## config.mk

```make
export PLATFORM = sky130hd
export DESIGN_NAME = accel_tilt_orientation_unit_flat
export DESIGN_NICKNAME = d
export VERILOG_FILES = /design/src/rtl/core/ato_pkg.sv /design/src/rtl/core/ato_in_if.sv /design/src/rtl/core/ato_out_if.sv /design/src/rtl/core/ato_cfg_if.sv /design/src/rtl/core/accel_tilt_orientation_unit.sv /design/src/rtl/core/ato_ctrl.sv /design/src/rtl/core/ato_datapath.sv /design/src/flat_wrapper.sv
export VERILOG_INCLUDE_DIRS = /design/src /design/src/rtl/core
export SDC_FILE = /design/constraint.sdc
export NUM_CORES = 2
export LEC_CHECK = 0
export ABC_AREA = 1
export BUFFER_PORTS_ARGS = -buffer_cell sky130_fd_sc_hd__buf_4
export CORE_MARGIN = 10
export CORE_UTILIZATION = 55
export CTS_BUF_LIST = sky130_fd_sc_hd__clkbuf_8
export DETAILED_ROUTE_END_ITERATION = 8
export GPL_TIMING_DRIVEN = 0
export PLACE_DENSITY = 0.72
export RECOVER_POWER = 25
export SYNTH_ARGS = -nofsm -noshare
export SYNTH_HDL_FRONTEND = slang
export SYNTH_HIERARCHICAL = 1
export SYNTH_SLANG_ARGS = --single-unit
```

## constraint.sdc

```tcl
create_clock -name clk -period 25.4 [get_ports clk]
set_input_delay 3.81 -clock clk [delete_from_list [all_inputs] [get_ports clk]]
set_output_delay 3.81 -clock clk [all_outputs]
set_load 0.005 [all_outputs]
```

## src/rtl/core/accel_tilt_orientation_unit_defines.svh

```systemverilog
// Assertion macros shared by the accelerometer tilt and orientation unit.
// Depends on nothing; included by the top level.
`ifndef ACCEL_TILT_ORIENTATION_UNIT_DEFINES_SVH
`define ACCEL_TILT_ORIENTATION_UNIT_DEFINES_SVH

// Same-cycle implication, disabled while reset is asserted.
`define ATO_ASSERT_NOW(label, clk, rst_n, ante, cons) \
  label: assert property (@(posedge clk) disable iff (!rst_n) (ante) |-> (cons)) \
    else $error("ato assertion failed");

// Next-cycle implication, disabled while reset is asserted.
`define ATO_ASSERT_NEXT(label, clk, rst_n, ante, cons) \
  label: assert property (@(posedge clk) disable iff (!rst_n) (ante) |=> (cons)) \
    else $error("ato assertion failed");

`endif

```

## src/rtl/core/ato_pkg.sv

```systemverilog
// Types, constants and tables of the accelerometer tilt and orientation unit.
// Depends on nothing; used by every other file of the unit but the defines header.
package ato_pkg;

  localparam int SCALE_SHIFT       = 15;
  localparam int CORDIC_ITERATIONS = 16;
  localparam int RAW_W             = 16;
  localparam int MG_W              = 14;
  localparam int FR_W              = 14;
  localparam int PER_W             = 16;
  localparam int SQ_W              = 27;
  localparam int RAD_W             = 44;
  localparam int ROOT_W            = 22;
  localparam int ROOT_STEPS        = RAD_W / 2;
  localparam int VEC_W             = 26;
  localparam int DEG_W             = 11;
  localparam int STEP_W            = 5;
  localparam int CFG_IDX_W         = 2;
  localparam int CFG_DATA_W        = 16;

  localparam logic [CFG_IDX_W-1:0] CFG_IDX_FULL_RANGE = 2'd0;
  localparam logic [CFG_IDX_W-1:0] CFG_IDX_PERIOD     = 2'd1;

  localparam logic [FR_W-1:0]  FULL_RANGE_RESET = 14'd2000;
  localparam logic [PER_W-1:0] PERIOD_RESET     = 16'd125;

  localparam logic [1:0] ORIENT_UP    = 2'd0;
  localparam logic [1:0] ORIENT_DOWN  = 2'd1;
  localparam logic [1:0] ORIENT_LEFT  = 2'd2;
  localparam logic [1:0] ORIENT_RIGHT = 2'd3;

  typedef enum logic [3:0] {
    OP_NONE,
    OP_LOAD,
    OP_SCALE,
    OP_SQUARE,
    OP_ROOT_INIT,
    OP_ROOT_STEP,
    OP_CORD_INIT,
    OP_CORD_STEP,
    OP_CORD_STORE,
    OP_FINISH
  } dp_op_t;

  typedef enum logic [3:0] {
    ST_IDLE,
    ST_SCALE,
    ST_SQUARE,
    ST_ROOT_INIT,
    ST_ROOT_STEP,
    ST_CORD_INIT,
    ST_CORD_STEP,
    ST_CORD_STORE,
    ST_FINISH
  } ctl_state_t;

  typedef struct packed {
    dp_op_t            op;
    logic [1:0]        sel;
    logic [STEP_W-1:0] step;
    logic              last;
  } ato_cmd_t;

  typedef struct packed {
    logic out_hold;
  } ato_status_t;

  // Entry i is atan(2^-i) in degrees times 65536, rounded to nearest.
  function automatic logic [21:0] atan_tab(input logic [STEP_W-1:0] i);
    logic [21:0] v;
    case (i)
      5'd0:    v = 22'd2949120;
      5'd1:    v = 22'd1740967;
      5'd2:    v = 22'd919879;
      5'd3:    v = 22'd466945;
      5'd4:    v = 22'd234379;
      5'd5:    v = 22'd117304;
      5'd6:    v = 22'd58666;
      5'd7:    v = 22'd29335;
      5'd8:    v = 22'd14668;
      5'd9:    v = 22'd7334;
      5'd10:   v = 22'd3667;
      5'd11:   v = 22'd1833;
      5'd12:   v = 22'd917;
      5'd13:   v = 22'd458;
      5'd14:   v = 22'd229;
      5'd15:   v = 22'd115;
      5'd16:   v = 22'd57;
      5'd17:   v = 22'd29;
      5'd18:   v = 22'd14;
      5'd19:   v = 22'd7;
      5'd20:   v = 22'd4;
      5'd21:   v = 22'd2;
      5'd22:   v = 22'd1;
      default: v = 22'd0;
    endcase
    return v;
  endfunction

  function automatic logic [3:0] led_code(input logic [1:0] orient);
    logic [3:0] v;
    case (orient)
      ORIENT_UP:    v = 4'b0100;
      ORIENT_DOWN:  v = 4'b0010;
      ORIENT_LEFT:  v = 4'b0001;
      default:      v = 4'b1000;
    endcase
    return v;
  endfunction

endpackage

```

## src/rtl/core/ato_in_if.sv

```systemverilog
// Input channel of the tilt unit: one raw three-axis sample and a tick flag.
// Depends on ato_pkg.
interface ato_in_if;
  logic                               valid;
  logic                               ready;
  logic signed [ato_pkg::RAW_W-1:0]   raw_x;
  logic signed [ato_pkg::RAW_W-1:0]   raw_y;
  logic signed [ato_pkg::RAW_W-1:0]   raw_z;
  logic                               tick;

  modport source (output valid, raw_x, raw_y, raw_z, tick, input ready);
  modport sink (input valid, raw_x, raw_y, raw_z, tick, output ready);
endinterface

```

## src/rtl/core/ato_out_if.sv

```systemverilog
// Result channel of the tilt unit: scaled axes, angles and orientation.
// Depends on ato_pkg.
interface ato_out_if;
  logic                             valid;
  logic                             ready;
  logic signed [ato_pkg::MG_W-1:0]  x_mg;
  logic signed [ato_pkg::MG_W-1:0]  y_mg;
  logic signed [ato_pkg::MG_W-1:0]  z_mg;
  logic signed [8:0]                tilt_2d;
  logic signed [7:0]                angle_x;
  logic signed [7:0]                angle_y;
  logic [7:0]                       angle_z;
  logic [1:0]                       orientation;
  logic [3:0]                       led_onehot;
  logic                             update;

  modport source (output valid, x_mg, y_mg, z_mg, tilt_2d, angle_x, angle_y, angle_z,
                  orientation, led_onehot, update, input ready);
  modport sink (input valid, x_mg, y_mg, z_mg, tilt_2d, angle_x, angle_y, angle_z,
                orientation, led_onehot, update, output ready);
endinterface

```

## src/rtl/core/ato_cfg_if.sv

```systemverilog
// Configuration write channel of the tilt unit: register index and data.
// Depends on ato_pkg.
interface ato_cfg_if;
  logic                               valid;
  logic                               ready;
  logic [ato_pkg::CFG_IDX_W-1:0]      index;
  logic [ato_pkg::CFG_DATA_W-1:0]     data;

  modport source (output valid, index, data, input ready);
  modport sink (input valid, index, data, output ready);
endinterface

```

## src/rtl/core/accel_tilt_orientation_unit.sv

```systemverilog
// Top level of the accelerometer tilt and orientation unit.
// Depends on ato_pkg, the channel interfaces, ato_ctrl, ato_datapath and the defines header.
// The unit takes one sample at a time and returns one result per sample; it takes
// no new sample until the last has been through the shared datapath: three scaling
// multiplies, three squarings, three square roots of one bit per cycle and four
// CORDIC angle runs of 16 iterations plus load and rounding. The result sits
// in an output register, so the next sample is accepted while it waits to be taken.
`include "accel_tilt_orientation_unit_defines.svh"

module accel_tilt_orientation_unit (
  input  logic       clk,
  input  logic       rst_n,
  ato_in_if.sink     in_ch,
  ato_cfg_if.sink    cfg_ch,
  ato_out_if.source  out_ch
);

  ato_pkg::ato_cmd_t    cmd;
  ato_pkg::ato_status_t status;
  logic                 in_ready;

  assign in_ch.ready = in_ready;

  ato_ctrl u_ctrl (
    .clk      (clk),
    .rst_n    (rst_n),
    .in_valid (in_ch.valid),
    .in_ready (in_ready),
    .status   (status),
    .cmd      (cmd)
  );

  ato_datapath u_datapath (
    .clk    (clk),
    .rst_n  (rst_n),
    .cmd    (cmd),
    .status (status),
    .raw_x  (in_ch.raw_x),
    .raw_y  (in_ch.raw_y),
    .raw_z  (in_ch.raw_z),
    .tick   (in_ch.tick),
    .cfg_ch (cfg_ch),
    .out_ch (out_ch)
  );

  `ATO_ASSERT_NEXT(a_accept_starts_scale, clk, rst_n, in_ch.valid && in_ready, cmd.op == ato_pkg::OP_SCALE)
  `ATO_ASSERT_NOW(a_finish_needs_slot, clk, rst_n, cmd.op == ato_pkg::OP_FINISH, !status.out_hold)
  `ATO_ASSERT_NOW(a_result_from_finish, clk, rst_n, $rose(out_ch.valid), $past(cmd.op) == ato_pkg::OP_FINISH)

endmodule

```

## src/rtl/core/ato_ctrl.sv

```systemverilog
// Sequencer of the tilt unit: steps the datapath through scaling, roots and CORDIC.
// Depends on ato_pkg.
module ato_ctrl (
  input  logic                  clk,
  input  logic                  rst_n,
  input  logic                  in_valid,
  output logic                  in_ready,
  input  ato_pkg::ato_status_t  status,
  output ato_pkg::ato_cmd_t     cmd
);

  ato_pkg::ctl_state_t state_r, state_nxt;
  logic [1:0]                  sel_r, sel_nxt;
  logic [ato_pkg::STEP_W-1:0]  step_r, step_nxt;

  localparam logic [ato_pkg::STEP_W-1:0] ROOT_LAST =
    ato_pkg::STEP_W'(ato_pkg::ROOT_STEPS - 1);
  localparam logic [ato_pkg::STEP_W-1:0] CORD_LAST =
    ato_pkg::STEP_W'(ato_pkg::CORDIC_ITERATIONS - 1);

  always_ff @(posedge clk) begin
    if (!rst_n) begin
      state_r <= ato_pkg::ST_IDLE;
      sel_r   <= '0;
      step_r  <= '0;
    end else begin
      state_r <= state_nxt;
      sel_r   <= sel_nxt;
      step_r  <= step_nxt;
    end
  end

  always_comb begin
    state_nxt = state_r;
    sel_nxt   = sel_r;
    step_nxt  = step_r;
    case (state_r)
      ato_pkg::ST_IDLE: begin
        if (in_valid) begin
          state_nxt = ato_pkg::ST_SCALE;
          sel_nxt   = '0;
        end
      end
      ato_pkg::ST_SCALE: begin
        if (sel_r == 2'd2) begin
          state_nxt = ato_pkg::ST_SQUARE;
          sel_nxt   = '0;
        end else begin
          sel_nxt = sel_r + 2'd1;
        end
      end
      ato_pkg::ST_SQUARE: begin
        if (sel_r == 2'd2) begin
          state_nxt = ato_pkg::ST_ROOT_INIT;
          sel_nxt   = '0;
        end else begin
          sel_nxt = sel_r + 2'd1;
        end
      end
      ato_pkg::ST_ROOT_INIT: begin
        state_nxt = ato_pkg::ST_ROOT_STEP;
        step_nxt  = '0;
      end
      ato_pkg::ST_ROOT_STEP: begin
        if (step_r == ROOT_LAST) begin
          if (sel_r == 2'd2) begin
            state_nxt = ato_pkg::ST_CORD_INIT;
            sel_nxt   = '0;
          end else begin
            state_nxt = ato_pkg::ST_ROOT_INIT;
            sel_nxt   = sel_r + 2'd1;
          end
        end else begin
          step_nxt = step_r + 1'b1;
        end
      end
      ato_pkg::ST_CORD_INIT: begin
        state_nxt = ato_pkg::ST_CORD_STEP;
        step_nxt  = '0;
      end
      ato_pkg::ST_CORD_STEP: begin
        if (step_r == CORD_LAST) begin
          state_nxt = ato_pkg::ST_CORD_STORE;
        end else begin
          step_nxt = step_r + 1'b1;
        end
      end
      ato_pkg::ST_CORD_STORE: begin
        if (sel_r == 2'd3) begin
          state_nxt = ato_pkg::ST_FINISH;
        end else begin
          state_nxt = ato_pkg::ST_CORD_INIT;
          sel_nxt   = sel_r + 2'd1;
        end
      end
      ato_pkg::ST_FINISH: begin
        if (!status.out_hold) begin
          state_nxt = ato_pkg::ST_IDLE;
        end
      end
      default: begin
        state_nxt = ato_pkg::ST_IDLE;
      end
    endcase
  end

  always_comb begin
    in_ready  = 1'b0;
    cmd.op    = ato_pkg::OP_NONE;
    cmd.sel   = sel_r;
    cmd.step  = step_r;
    cmd.last  = 1'b0;
    case (state_r)
      ato_pkg::ST_IDLE: begin
        in_ready = 1'b1;
        if (in_valid) begin
          cmd.op = ato_pkg::OP_LOAD;
        end
      end
      ato_pkg::ST_SCALE:      cmd.op = ato_pkg::OP_SCALE;
      ato_pkg::ST_SQUARE:     cmd.op = ato_pkg::OP_SQUARE;
      ato_pkg::ST_ROOT_INIT:  cmd.op = ato_pkg::OP_ROOT_INIT;
      ato_pkg::ST_ROOT_STEP: begin
        cmd.op   = ato_pkg::OP_ROOT_STEP;
        cmd.last = (step_r == ROOT_LAST);
      end
      ato_pkg::ST_CORD_INIT:  cmd.op = ato_pkg::OP_CORD_INIT;
      ato_pkg::ST_CORD_STEP:  cmd.op = ato_pkg::OP_CORD_STEP;
      ato_pkg::ST_CORD_STORE: cmd.op = ato_pkg::OP_CORD_STORE;
      ato_pkg::ST_FINISH: begin
        if (!status.out_hold) begin
          cmd.op = ato_pkg::OP_FINISH;
        end
      end
      default: cmd.op = ato_pkg::OP_NONE;
    endcase
  end

endmodule

```

## src/rtl/core/ato_datapath.sv

```systemverilog
// Datapath of the tilt unit: scaling, square roots, shared CORDIC and result register.
// Depends on ato_pkg, ato_out_if and ato_cfg_if.
module ato_datapath (
  input  logic                              clk,
  input  logic                              rst_n,
  input  ato_pkg::ato_cmd_t                 cmd,
  output ato_pkg::ato_status_t              status,
  input  logic signed [ato_pkg::RAW_W-1:0]  raw_x,
  input  logic signed [ato_pkg::RAW_W-1:0]  raw_y,
  input  logic signed [ato_pkg::RAW_W-1:0]  raw_z,
  input  logic                              tick,
  ato_cfg_if.sink                           cfg_ch,
  ato_out_if.source                         out_ch
);

  localparam int PROD_W = ato_pkg::RAW_W + ato_pkg::FR_W + 1;
  localparam int REM_W  = ato_pkg::ROOT_W + 2;
  localparam int TRY_W  = REM_W + 2;
  localparam int VW     = ato_pkg::VEC_W;
  localparam int DW     = ato_pkg::DEG_W;

  logic [ato_pkg::FR_W-1:0]           fr_r;
  logic [ato_pkg::PER_W-1:0]          per_r;
  logic signed [ato_pkg::RAW_W-1:0]   rx_r, ry_r, rz_r;
  logic                               tick_r;
  logic signed [ato_pkg::MG_W-1:0]    x_r, y_r, z_r;
  logic [ato_pkg::SQ_W-1:0]           sqx_r, sqy_r, sqz_r;
  logic [ato_pkg::RAD_W-1:0]          rad_r;
  logic [REM_W-1:0]                   rem_r;
  logic [ato_pkg::ROOT_W-1:0]         rt_r, ryz_r, rxz_r, rxy_r;
  logic signed [VW-1:0]               num_r, den_r, acc_r;
  logic                               zero_r;
  logic signed [DW-1:0]               a2_r, ax_r, ay_r, az_r;
  logic [ato_pkg::PER_W-1:0]          cnt_r;
  logic [1:0]                         orient_r;
  logic                               ov_r;

  logic signed [ato_pkg::RAW_W-1:0]   raw_sel;
  logic signed [PROD_W-1:0]           prod, prod_sh;
  logic signed [ato_pkg::MG_W-1:0]    mg_sat, mg_sel;
  logic signed [2*ato_pkg::MG_W-1:0]  sq_full;
  logic [ato_pkg::SQ_W:0]             sq_sum;
  logic [TRY_W-1:0]                   rem_sh, trial;
  logic                               ge;
  logic [ato_pkg::ROOT_W-1:0]         rt_nxt;
  logic signed [VW-1:0]               vn, vd, n0, d0, a0;
  logic signed [VW-1:0]               nsh, dsh, tab;
  logic [VW-1:0]                      mag;
  logic [VW-1:0]                      rnd;
  logic signed [DW-1:0]               deg, lo, hi, deg_c;
  logic [ato_pkg::PER_W-1:0]          cnt1;
  logic [ato_pkg::MG_W-1:0]           abs_x, abs_y, abs_z;
  logic [1:0]                         orient_nxt;
  logic                               upd;

  assign cfg_ch.ready   = 1'b1;
  assign status.out_hold = ov_r && !out_ch.ready;

  always_comb begin
    case (cmd.sel)
      2'd0:    raw_sel = rx_r;
      2'd1:    raw_sel = ry_r;
      default: raw_sel = rz_r;
    endcase
    case (cmd.sel)
      2'd0:    mg_sel = x_r;
      2'd1:    mg_sel = y_r;
      default: mg_sel = z_r;
    endcase
    prod    = PROD_W'(raw_sel) * $signed({1'b0, fr_r});
    prod_sh = prod >>> ato_pkg::SCALE_SHIFT;
    if (prod_sh > PROD_W'(8191)) begin
      mg_sat = 14'sd8191;
    end else if (prod_sh < -PROD_W'(8192)) begin
      mg_sat = -14'sd8192;
    end else begin
      mg_sat = prod_sh[ato_pkg::MG_W-1:0];
    end
    sq_full = mg_sel * mg_sel;
  end

  always_comb begin
    case (cmd.sel)
      2'd0:    sq_sum = {1'b0, sqy_r} + {1'b0, sqz_r};
      2'd1:    sq_sum = {1'b0, sqx_r} + {1'b0, sqz_r};
      default: sq_sum = {1'b0, sqx_r} + {1'b0, sqy_r};
    endcase
    rem_sh = {rem_r, rad_r[ato_pkg::RAD_W-1 -: 2]};
    trial  = {2'b00, rt_r, 2'b01};
    ge     = (rem_sh >= trial);
    rt_nxt = {rt_r[ato_pkg::ROOT_W-2:0], ge};
  end

  always_comb begin
    case (cmd.sel)
      2'd0: begin
        vn = VW'(x_r) <<< 8;
        vd = VW'(y_r) <<< 8;
      end
      2'd1: begin
        vn = VW'(x_r) <<< 8;
        vd = $signed(VW'(ryz_r));
      end
      2'd2: begin
        vn = VW'(y_r) <<< 8;
        vd = $signed(VW'(rxz_r));
      end
      default: begin
        vn = $signed(VW'(rxy_r));
        vd = VW'(z_r) <<< 8;
      end
    endcase
    if (vd < 0) begin
      if (vn >= 0) begin
        n0 = -vd;
        d0 = vn;
        a0 = VW'(90 * 65536);
      end else begin
        n0 = vd;
        d0 = -vn;
        a0 = -VW'(90 * 65536);
      end
    end else begin
      n0 = vn;
      d0 = vd;
      a0 = '0;
    end
    nsh = num_r >>> cmd.step;
    dsh = den_r >>> cmd.step;
    tab = $signed(VW'(ato_pkg::atan_tab(cmd.step)));
  end

  always_comb begin
    mag = acc_r[VW-1] ? VW'(-acc_r) : VW'(acc_r);
    rnd = (mag + VW'(32768)) >> 16;
    deg = acc_r[VW-1] ? -$signed(rnd[DW-1:0]) : $signed(rnd[DW-1:0]);
    case (cmd.sel)
      2'd0: begin
        lo = -DW'(180);
        hi = DW'(180);
      end
      2'd3: begin
        lo = '0;
        hi = DW'(180);
      end
      default: begin
        lo = -DW'(90);
        hi = DW'(90);
      end
    endcase
    if (zero_r) begin
      deg_c = '0;
    end else if (deg < lo) begin
      deg_c = lo;
    end else if (deg > hi) begin
      deg_c = hi;
    end else begin
      deg_c = deg;
    end
  end

  always_comb begin
    cnt1  = tick_r ? cnt_r + 1'b1 : cnt_r;
    upd   = (cnt1 == per_r);
    abs_x = x_r[ato_pkg::MG_W-1] ? ato_pkg::MG_W'(-x_r) : ato_pkg::MG_W'(x_r);
    abs_y = y_r[ato_pkg::MG_W-1] ? ato_pkg::MG_W'(-y_r) : ato_pkg::MG_W'(y_r);
    abs_z = z_r[ato_pkg::MG_W-1] ? ato_pkg::MG_W'(-z_r) : ato_pkg::MG_W'(z_r);
    if (abs_y > abs_x) begin
      orient_nxt = y_r[ato_pkg::MG_W-1] ? ato_pkg::ORIENT_UP : ato_pkg::ORIENT_DOWN;
    end else if (abs_z > abs_x) begin
      orient_nxt = ato_pkg::ORIENT_UP;
    end else begin
      orient_nxt = x_r[ato_pkg::MG_W-1] ? ato_pkg::ORIENT_RIGHT : ato_pkg::ORIENT_LEFT;
    end
  end

  always_ff @(posedge clk) begin
    if (!rst_n) begin
      fr_r     <= ato_pkg::FULL_RANGE_RESET;
      per_r    <= ato_pkg::PERIOD_RESET;
      cnt_r    <= '0;
      orient_r <= ato_pkg::ORIENT_UP;
      ov_r     <= 1'b0;
    end else begin
      if (cfg_ch.valid) begin
        if (cfg_ch.index == ato_pkg::CFG_IDX_FULL_RANGE) begin
          fr_r <= cfg_ch.data[ato_pkg::FR_W-1:0];
        end else if (cfg_ch.index == ato_pkg::CFG_IDX_PERIOD) begin
          per_r <= cfg_ch.data[ato_pkg::PER_W-1:0];
        end
      end
      if (cmd.op == ato_pkg::OP_FINISH) begin
        ov_r  <= 1'b1;
        cnt_r <= upd ? '0 : cnt1;
        if (upd) begin
          orient_r <= orient_nxt;
        end
      end else if (out_ch.ready) begin
        ov_r <= 1'b0;
      end
    end
  end

  always_ff @(posedge clk) begin
    case (cmd.op)
      ato_pkg::OP_LOAD: begin
        rx_r   <= raw_x;
        ry_r   <= raw_y;
        rz_r   <= raw_z;
        tick_r <= tick;
      end
      ato_pkg::OP_SCALE: begin
        case (cmd.sel)
          2'd0:    x_r <= mg_sat;
          2'd1:    y_r <= mg_sat;
          default: z_r <= mg_sat;
        endcase
      end
      ato_pkg::OP_SQUARE: begin
        case (cmd.sel)
          2'd0:    sqx_r <= sq_full[ato_pkg::SQ_W-1:0];
          2'd1:    sqy_r <= sq_full[ato_pkg::SQ_W-1:0];
          default: sqz_r <= sq_full[ato_pkg::SQ_W-1:0];
        endcase
      end
      ato_pkg::OP_ROOT_INIT: begin
        rad_r <= {sq_sum, 16'h0000};
        rem_r <= '0;
        rt_r  <= '0;
      end
      ato_pkg::OP_ROOT_STEP: begin
        rad_r <= rad_r << 2;
        rem_r <= ge ? REM_W'(rem_sh - trial) : REM_W'(rem_sh);
        rt_r  <= rt_nxt;
        if (cmd.last) begin
          case (cmd.sel)
            2'd0:    ryz_r <= rt_nxt;
            2'd1:    rxz_r <= rt_nxt;
            default: rxy_r <= rt_nxt;
          endcase
        end
      end
      ato_pkg::OP_CORD_INIT: begin
        num_r  <= n0;
        den_r  <= d0;
        acc_r  <= a0;
        zero_r <= (vn == '0) && (vd == '0);
      end
      ato_pkg::OP_CORD_STEP: begin
        if (!num_r[VW-1]) begin
          den_r <= den_r + nsh;
          num_r <= num_r - dsh;
          acc_r <= acc_r + tab;
        end else begin
          den_r <= den_r - nsh;
          num_r <= num_r + dsh;
          acc_r <= acc_r - tab;
        end
      end
      ato_pkg::OP_CORD_STORE: begin
        case (cmd.sel)
          2'd0:    a2_r <= deg_c;
          2'd1:    ax_r <= deg_c;
          2'd2:    ay_r <= deg_c;
          default: az_r <= deg_c;
        endcase
      end
      ato_pkg::OP_FINISH: begin
        out_ch.x_mg        <= x_r;
        out_ch.y_mg        <= y_r;
        out_ch.z_mg        <= z_r;
        out_ch.tilt_2d     <= a2_r[8:0];
        out_ch.angle_x     <= ax_r[7:0];
        out_ch.angle_y     <= ay_r[7:0];
        out_ch.angle_z     <= az_r[7:0];
        out_ch.orientation <= upd ? orient_nxt : orient_r;
        out_ch.led_onehot  <= ato_pkg::led_code(upd ? orient_nxt : orient_r);
        out_ch.update      <= upd;
      end
      default: begin
      end
    endcase
  end

  assign out_ch.valid = ov_r;

endmodule
```

## src/flat_wrapper.sv

```systemverilog
// flat-port wrapper written by rule: the top's interface ports become plain ports
module accel_tilt_orientation_unit_flat 
  (clk, rst_n, in_ch_valid, in_ch_raw_x, in_ch_raw_y, in_ch_raw_z, in_ch_tick, in_ch_ready, cfg_ch_valid, cfg_ch_index, cfg_ch_data, cfg_ch_ready, out_ch_valid, out_ch_x_mg, out_ch_y_mg, out_ch_z_mg, out_ch_tilt_2d, out_ch_angle_x, out_ch_angle_y, out_ch_angle_z, out_ch_orientation, out_ch_led_onehot, out_ch_update, out_ch_ready);
  ato_in_if in_ch_i ();
  ato_cfg_if cfg_ch_i ();
  ato_out_if out_ch_i ();
  input  logic clk;
  input  logic rst_n;
  input wire logic [$bits(in_ch_i.valid)-1:0] in_ch_valid;
  input wire logic [$bits(in_ch_i.raw_x)-1:0] in_ch_raw_x;
  input wire logic [$bits(in_ch_i.raw_y)-1:0] in_ch_raw_y;
  input wire logic [$bits(in_ch_i.raw_z)-1:0] in_ch_raw_z;
  input wire logic [$bits(in_ch_i.tick)-1:0] in_ch_tick;
  output wire logic [$bits(in_ch_i.ready)-1:0] in_ch_ready;
  input wire logic [$bits(cfg_ch_i.valid)-1:0] cfg_ch_valid;
  input wire logic [$bits(cfg_ch_i.index)-1:0] cfg_ch_index;
  input wire logic [$bits(cfg_ch_i.data)-1:0] cfg_ch_data;
  output wire logic [$bits(cfg_ch_i.ready)-1:0] cfg_ch_ready;
  output wire logic [$bits(out_ch_i.valid)-1:0] out_ch_valid;
  output wire logic [$bits(out_ch_i.x_mg)-1:0] out_ch_x_mg;
  output wire logic [$bits(out_ch_i.y_mg)-1:0] out_ch_y_mg;
  output wire logic [$bits(out_ch_i.z_mg)-1:0] out_ch_z_mg;
  output wire logic [$bits(out_ch_i.tilt_2d)-1:0] out_ch_tilt_2d;
  output wire logic [$bits(out_ch_i.angle_x)-1:0] out_ch_angle_x;
  output wire logic [$bits(out_ch_i.angle_y)-1:0] out_ch_angle_y;
  output wire logic [$bits(out_ch_i.angle_z)-1:0] out_ch_angle_z;
  output wire logic [$bits(out_ch_i.orientation)-1:0] out_ch_orientation;
  output wire logic [$bits(out_ch_i.led_onehot)-1:0] out_ch_led_onehot;
  output wire logic [$bits(out_ch_i.update)-1:0] out_ch_update;
  input wire logic [$bits(out_ch_i.ready)-1:0] out_ch_ready;
  assign in_ch_i.valid = in_ch_valid;
  assign in_ch_i.raw_x = in_ch_raw_x;
  assign in_ch_i.raw_y = in_ch_raw_y;
  assign in_ch_i.raw_z = in_ch_raw_z;
  assign in_ch_i.tick = in_ch_tick;
  assign in_ch_ready = in_ch_i.ready;
  assign cfg_ch_i.valid = cfg_ch_valid;
  assign cfg_ch_i.index = cfg_ch_index;
  assign cfg_ch_i.data = cfg_ch_data;
  assign cfg_ch_ready = cfg_ch_i.ready;
  assign out_ch_valid = out_ch_i.valid;
  assign out_ch_x_mg = out_ch_i.x_mg;
  assign out_ch_y_mg = out_ch_i.y_mg;
  assign out_ch_z_mg = out_ch_i.z_mg;
  assign out_ch_tilt_2d = out_ch_i.tilt_2d;
  assign out_ch_angle_x = out_ch_i.angle_x;
  assign out_ch_angle_y = out_ch_i.angle_y;
  assign out_ch_angle_z = out_ch_i.angle_z;
  assign out_ch_orientation = out_ch_i.orientation;
  assign out_ch_led_onehot = out_ch_i.led_onehot;
  assign out_ch_update = out_ch_i.update;
  assign out_ch_i.ready = out_ch_ready;
  accel_tilt_orientation_unit u_core (.clk(clk), .rst_n(rst_n), .in_ch(in_ch_i), .cfg_ch(cfg_ch_i), .out_ch(out_ch_i));
endmodule
```

== Word-level counts from Yosys, hierarchy flattened ==
Memories as Yosys holds them, arrays and structs flattened. A register that Yosys moved wholly into a read port is not among the register bits.
Index checks and enable logic that the tools add are counted.

* Memories kept: 1
* Word-level logic and storage cells: 219
* Bits in registers: 582
* Output and inout bits: 85
* Memory bits (read-only): 704
* Bits of input ports: 72

{| class="wikitable"
|+ Memory list
! name !! words !! width !! read ports !! clocked after Yosys merged registers in !! write ports !! RTL line !! text
|-
| (no name shown) || 32 || 22 || 1 || 1 || 0 || ato_pkg.sv:71 || <nowiki>case (i)</nowiki>
|}

* Reduce and logical (&&, ||, !) cells: 37
* Eq/ne operators: 35
* $mul: 2
* Order comparisons: 9
* Shifts and indexed selects: 2
* Muxes and demuxes: 67
* Bitwise operators: 3
* $add $sub $neg: 21

{| class="wikitable"
|+ Operators by type and width
! operator !! count
|-
| 26-bit 2-to-1 mux || 10
|-
| 26-bit case mux with 2 select lines || 4
|-
| 44-bit case mux with 2 select lines || 1
|-
| 27-bit by 27-bit adder with 28-bit output || 3
|-
| 26-bit negation || 3
|-
| 26-bit case mux with 3 select lines || 1
|-
| 4-bit case mux with 9 select lines || 2
|-
| 14-bit 2-to-1 mux || 5
|-
| 28-bit case mux with 2 select lines || 1
|-
| 26-bit adder || 2
|-
| 26-bit zero test || 2
|-
| 26-bit by 5-bit >>> shifter with 26-bit output || 2
|-
| 26-bit subtractor || 2
|-
| 24-bit case mux with 2 select lines || 1
|-
| 22-bit case mux with 2 select lines || 1
|-
| 14-bit negation || 3
|-
| 4-bit by 3-bit == test with 1-bit output (second input constant) || 8
|-
| 16-bit 2-to-1 mux || 2
|-
| 4-bit 2-to-1 mux || 8
|-
| 16-bit case mux with 2 select lines || 1
|-
| 16-bit by 15-bit multiplier with 31-bit output || 1
|-
| 14-bit greater-than comparator || 2
|-
| 14-bit case mux with 2 select lines || 1
|-
| 14-bit by 14-bit multiplier with 27-bit output || 1
|-
| other kinds (50) || 109
|}

== Longest topological paths before layout ==
* Depth after elaboration: 9
* Gate-level depth with buffers: 42

== Hierarchy ==
Netlist, hierarchy kept.

{| class="wikitable"
|+ By module, submodules not included
! module !! cells an instance !! area an instance (um^2) !! times used
|-
| ato_datapath || 5,935 || 50,354.5 || 1
|-
| ato_ctrl || 159 || 942.2 || 1
|}

== Worst setup path before layout ==
OpenSTA, ideal clock, no wires.

* Kind: input to register
* From: input out_ch_ready
* To: register u_core/u_datapath/cnt_r[12] (netlist bit)
* Setup slack: 13,505 ps
* Buffers on the path: 1
* Stages on the path: 13
* Data arrival time: 11,824 ps
* Path through: nor2_1 > inv_1 > nand4_1 > o211ai_1 > inv_1 > nor2_1 > inv_1 > nor3_1 > inv_1 > clkbuf_1 > nor2_1 > nand2_1 > a21oi_1

{| class="wikitable"
|+ RTL lines
! item !! RTL line !! text
|-
| from (decl) || flat_wrapper.sv:30 || <nowiki>input wire logic [$bits(out_ch_i.ready)-1:0] out_ch_ready;</nowiki>
|-
| to (signal assigned) || ato_datapath.sv:194 || <nowiki>cnt_r <= upd ? '0 : cnt1;</nowiki>
|-
| to (decl) || ato_datapath.sv:34 || <nowiki>logic [ato_pkg::PER_W-1:0] cnt_r;</nowiki>
|}

== Final worst setup path ==
* From: register u_core.u_ctrl.sel_r[1]
* To: register u_core/u_datapath/sqx_r[24] (netlist bit), data pin

* Cells in the longest elaborated chain, start to end: 3
* Elaborated cells between the ends (all ways): 4
* Those cells by class: mul (1); eq/ne (1); mux (1); reduce/logical (1)

{| class="wikitable"
|+ RTL lines
! item !! RTL line !! text
|-
| from (decl) || ato_ctrl.sv:13 || <nowiki>logic [1:0] sel_r, sel_nxt;</nowiki>
|-
| from (signal assigned) || ato_ctrl.sv:28 || <nowiki>sel_r <= sel_nxt;</nowiki>
|-
| 2-bit by 1-bit == test with 1-bit output / 2-bit zero test (equally long branches) || ato_datapath.sv:65 || <nowiki>case (cmd.sel)</nowiki>
|-
| 14-bit case mux with 2 select lines (*) || ato_datapath.sv:65 ||
|-
| 14-bit by 14-bit multiplier with 27-bit output (*) || ato_datapath.sv:79 || <nowiki>sq_full = mg_sel * mg_sel;</nowiki>
|-
| net u_core.u_datapath.sq_full, one bit || ato_datapath.sv:41 || <nowiki>logic signed [2*ato_pkg::MG_W-1:0] sq_full;</nowiki>
|-
| to (signal assigned) || ato_datapath.sv:221 || <nowiki>2'd0: sqx_r <= sq_full[ato_pkg::SQ_W-1:0];</nowiki>
|-
| to (decl) || ato_datapath.sv:27 || <nowiki>logic [ato_pkg::SQ_W-1:0] sqx_r, sqy_r, sqz_r;</nowiki>
|}

The timed path passes the listed nets; every way through them passes the cells marked *.
A chain may end at the register's enable or synchronous reset.

==> out/qor.yml <==
avgViaCountPerCell: 5.701
max_stage_delay_ns: 0.85
max_freq_mhz: 89.34
cp.required_ns: 25.89
boundaryPins: 157
cap_violations: 0
worstReg2RegStart: "u_core/u_ctrl/sel_r[1]$_SDFFE_PN0P_"
cp-start-kind: "flip-flop"
post-place-cells: 7514
synth.net_count: 6910
synth_top_family_by_area: "adder cells"
row_count: 111
synth_fa_ha_area_share_pct: 23.85
cts_buffers: 100
synth-xor-area-share_pct: 4.608
r2r_slack_ns: 14.21
seq_area_frac_synth_pct: 31.79
wl_per_cell_um: 20.63
grt_pass1_vias: 43664
hold_path.startpoint: "u_core/u_datapath/az_r[7]$_DFFE_PP_"
fin_crit_sh_pct: 44.07
reg2reg_depth: 30
synthFlopType: "edfxtp_1"
cts_setup_buffers: 0
drive_above_1_share_pct: 7.623
initial_core_util_pct: 55.71
die-area_um2: 105900
synth_compound_area_share_pct: 12.88
gp_congestion: 1.026
drc: 0
worstPathArrival_ns: 11.69
routed_wirelength_um: 158800
tightest_slew_ns: 1.348
cts.clk_slew.worst_paths_ns: 0.07
skew_ns: 0.09395
grt_pass1_wl_um: 245900
layout.cells.non_filler: 7698
layout_commonest_cell: "nand2_1"
postCtsHoldBufs: 0
core_um2: 92080
cts_resized: 0
via_count: 43887
whs_ns: 0.4154
hp-class: "flip-flop to flip-flop"
synth_seq_cells: 563
syn_area_um2: 51300
cts_tree: "built"
status: "finished, final reports clean"
first_pass_iters: 6
ys_top_cells_by_area: "edfxtp_1, fa_1, nand2_1, ha_1, inv_1"
fin_tns_setup_ns: 0
grt.overflow.total: 0
r2r-end: "u_core/u_datapath/sqx_r[24]$_DFFE_PP_"
hpwl_um: 128000
period_needed_ns: 11.19
critPathSlowestCell: "clkbuf_1"
die_x_um: 325.4
synth-simple-area-share_pct: 17.87
finalMaxSlewViolations: 0
cts_htree_levels: 3
maxSlewHeadroom_pct: 9.179
async_flop_share_pct: 0
netlist_instances: 6094
synth.distinct_cells: 76
critPathMaxFanout: 10
synth.area.mux_share_pct: 0.3512
ant_nets: 0
clkSinkCount: 563
grtUsageTotal_pct: 29.44
layout_setup_ws_ns: 14.21
synth-edff-count: 503
hold_violations: 0
place_ws_ns: 14.86
finalSetupViolCount: 0
endpoint_kind: "flip-flop"
insertion_delay_ns: 0.83
mostFrequentLayoutCells: "nand2_1, inv_1, nor2_1"
drtIter0Drc: 3909
yosys_warnings: 6
grt_max_degree: 34
synth_top_area_share_pct: 29.45
synth.avg_cell_area_um2: 8.418
area_growth_pct: 9.744
yosysTopAreaCell: "edfxtp_1"
cts-root-buf: "clkbuf_8"
grt_antenna_before_repair: 3
portBuffers: 155
cts_buffer_depth: 3
chipHeight_um: 325.4
worstSetupPathType: "flip-flop to flip-flop"
hold_end: "u_core/u_datapath/out_ch.angle_z[7]$_DFFE_PP_"
final_nets: 7189
hold_depth: 0
rsz0062_at_grt: "no"
-- critical path: cells and delay by family (launching register included) --
kind | cells | cell delay (ns)
buf+inv | 11 | 3.41
flops | 1 | 0.54
simple gates | 3 | 0.59
xor+xnor | 1 | 0.39
fa+ha+maj | 8 | 3.89
compound gates | 7 | 1.99
-- final cells by class --
cell class                      count  area, µm²
Timing Repair Buffer              177       1409
Sequential cell                   563      16310
Buffer                            193      887.1
Inverter                          943       3545
Tap cell                         1243       1555
Clock buffer                      102       1404
Antenna cell                        1      2.502
Multi-Input combinational cell   4395      30600
Clock inverter                     81      591.8
Fill cell                        8136      35780
-- flip-flops by register name, summed over array words and instances, names as in the netlist, 16 cells and up --
register	flops
u_core/u_datapath/per_r	16
u_core/u_datapath/rxy_r	22
u_core/u_datapath/num_r	26
u_core/u_datapath/sqx_r	26
u_core/u_datapath/den_r	26
u_core/u_datapath/rz_r	16
u_core/u_datapath/rxz_r	22
u_core/u_datapath/sqy_r	26
u_core/u_datapath/rt_r	22
u_core/u_datapath/cnt_r	16
u_core/u_datapath/rad_r	28
u_core/u_datapath/acc_r	26
u_core/u_datapath/ryz_r	22
u_core/u_datapath/rem_r	24
u_core/u_datapath/ry_r	16
u_core/u_datapath/sqz_r	26
u_core/u_datapath/rx_r	16
-- how the worst max path moves through the flow --
| stage | cells past startpoint | end | from |
|---|---|---|---|
| after floorplan | 13 | u_core/u_datapath/cnt_r[12]$_SDFFE_PN0P_ | out_ch_ready |
| after global placement | 14 | u_core/u_datapath/cnt_r[13]$_SDFFE_PN0P_ | out_ch_ready |
| after detailed placement | 30 | u_core/u_datapath/sqx_r[24]$_DFFE_PP_ | u_core/u_ctrl/sel_r[1]$_SDFFE_PN0P_ |
| after CTS | 30 | u_core/u_datapath/sqy_r[24]$_DFFE_PP_ | u_core/u_ctrl/sel_r[1]$_SDFFE_PN0P_ |
| after global routing | 34 | u_core/u_datapath/sqz_r[25]$_DFFE_PP_ | u_core/u_ctrl/sel_r[1]$_SDFFE_PN0P_ |
| final | 30 | u_core/u_datapath/sqx_r[24]$_DFFE_PP_ | u_core/u_ctrl/sel_r[1]$_SDFFE_PN0P_ |
-- per-stage QoR --
stage / instance area, µm² / utilization [%]
finish: 56300 / 61.14
global route: 56300 / 61.14
CTS: 56370 / 61.21
detailed placement: 54370 / 59.05
global placement: 54020 / 58.66
floorplan: 51300 / -
-- kinds of logic after synthesis --
| kind of cell | count (synthesis) |
|---|---|
| fa+ha+maj | 744 |
| simple gates | 2228 |
| compound gates | 1135 |
| buf+inv | 1136 |
| xor+xnor | 269 |
| flops | 563 |
| mux | 18 |
| other cells | 1 |
-- metal layers --
| layer | wire [µm] | global-route usage (%) | vias up |
|---|---|---|---|
| li1 | - | - | 20595 |
| met1 | 65440 | 38.43 | 20970 |
| met2 | 71950 | 47.51 | 1931 |
| met3 | 13870 | 5.446 | 387 |
| met4 | 7481 | 12.88 | 4 |
| met5 | 27 | 0 | - |
-- cells in the mapped netlist (20+ instances only) --
library cell,n
a21oi_1,397
a22o_1,34
a31oi_1,50
buf_2,34
clkbuf_1,122
dfxtp_1,60
edfxtp_1,503
fa_1,390
ha_1,354
inv_1,913
nand2_1,1186
nand3_1,194
nand4_1,36
nor2_1,660
nor3_1,49
o211ai_1,41
o21ai_0,316
o21ai_1,104
o21bai_1,20
o221ai_1,34
o22ai_1,25
xnor2_1,91
xor2_1,177
Power is not shown: default switching activity piles up to over one toggle a cycle in this logic, so the estimate is an artifact.
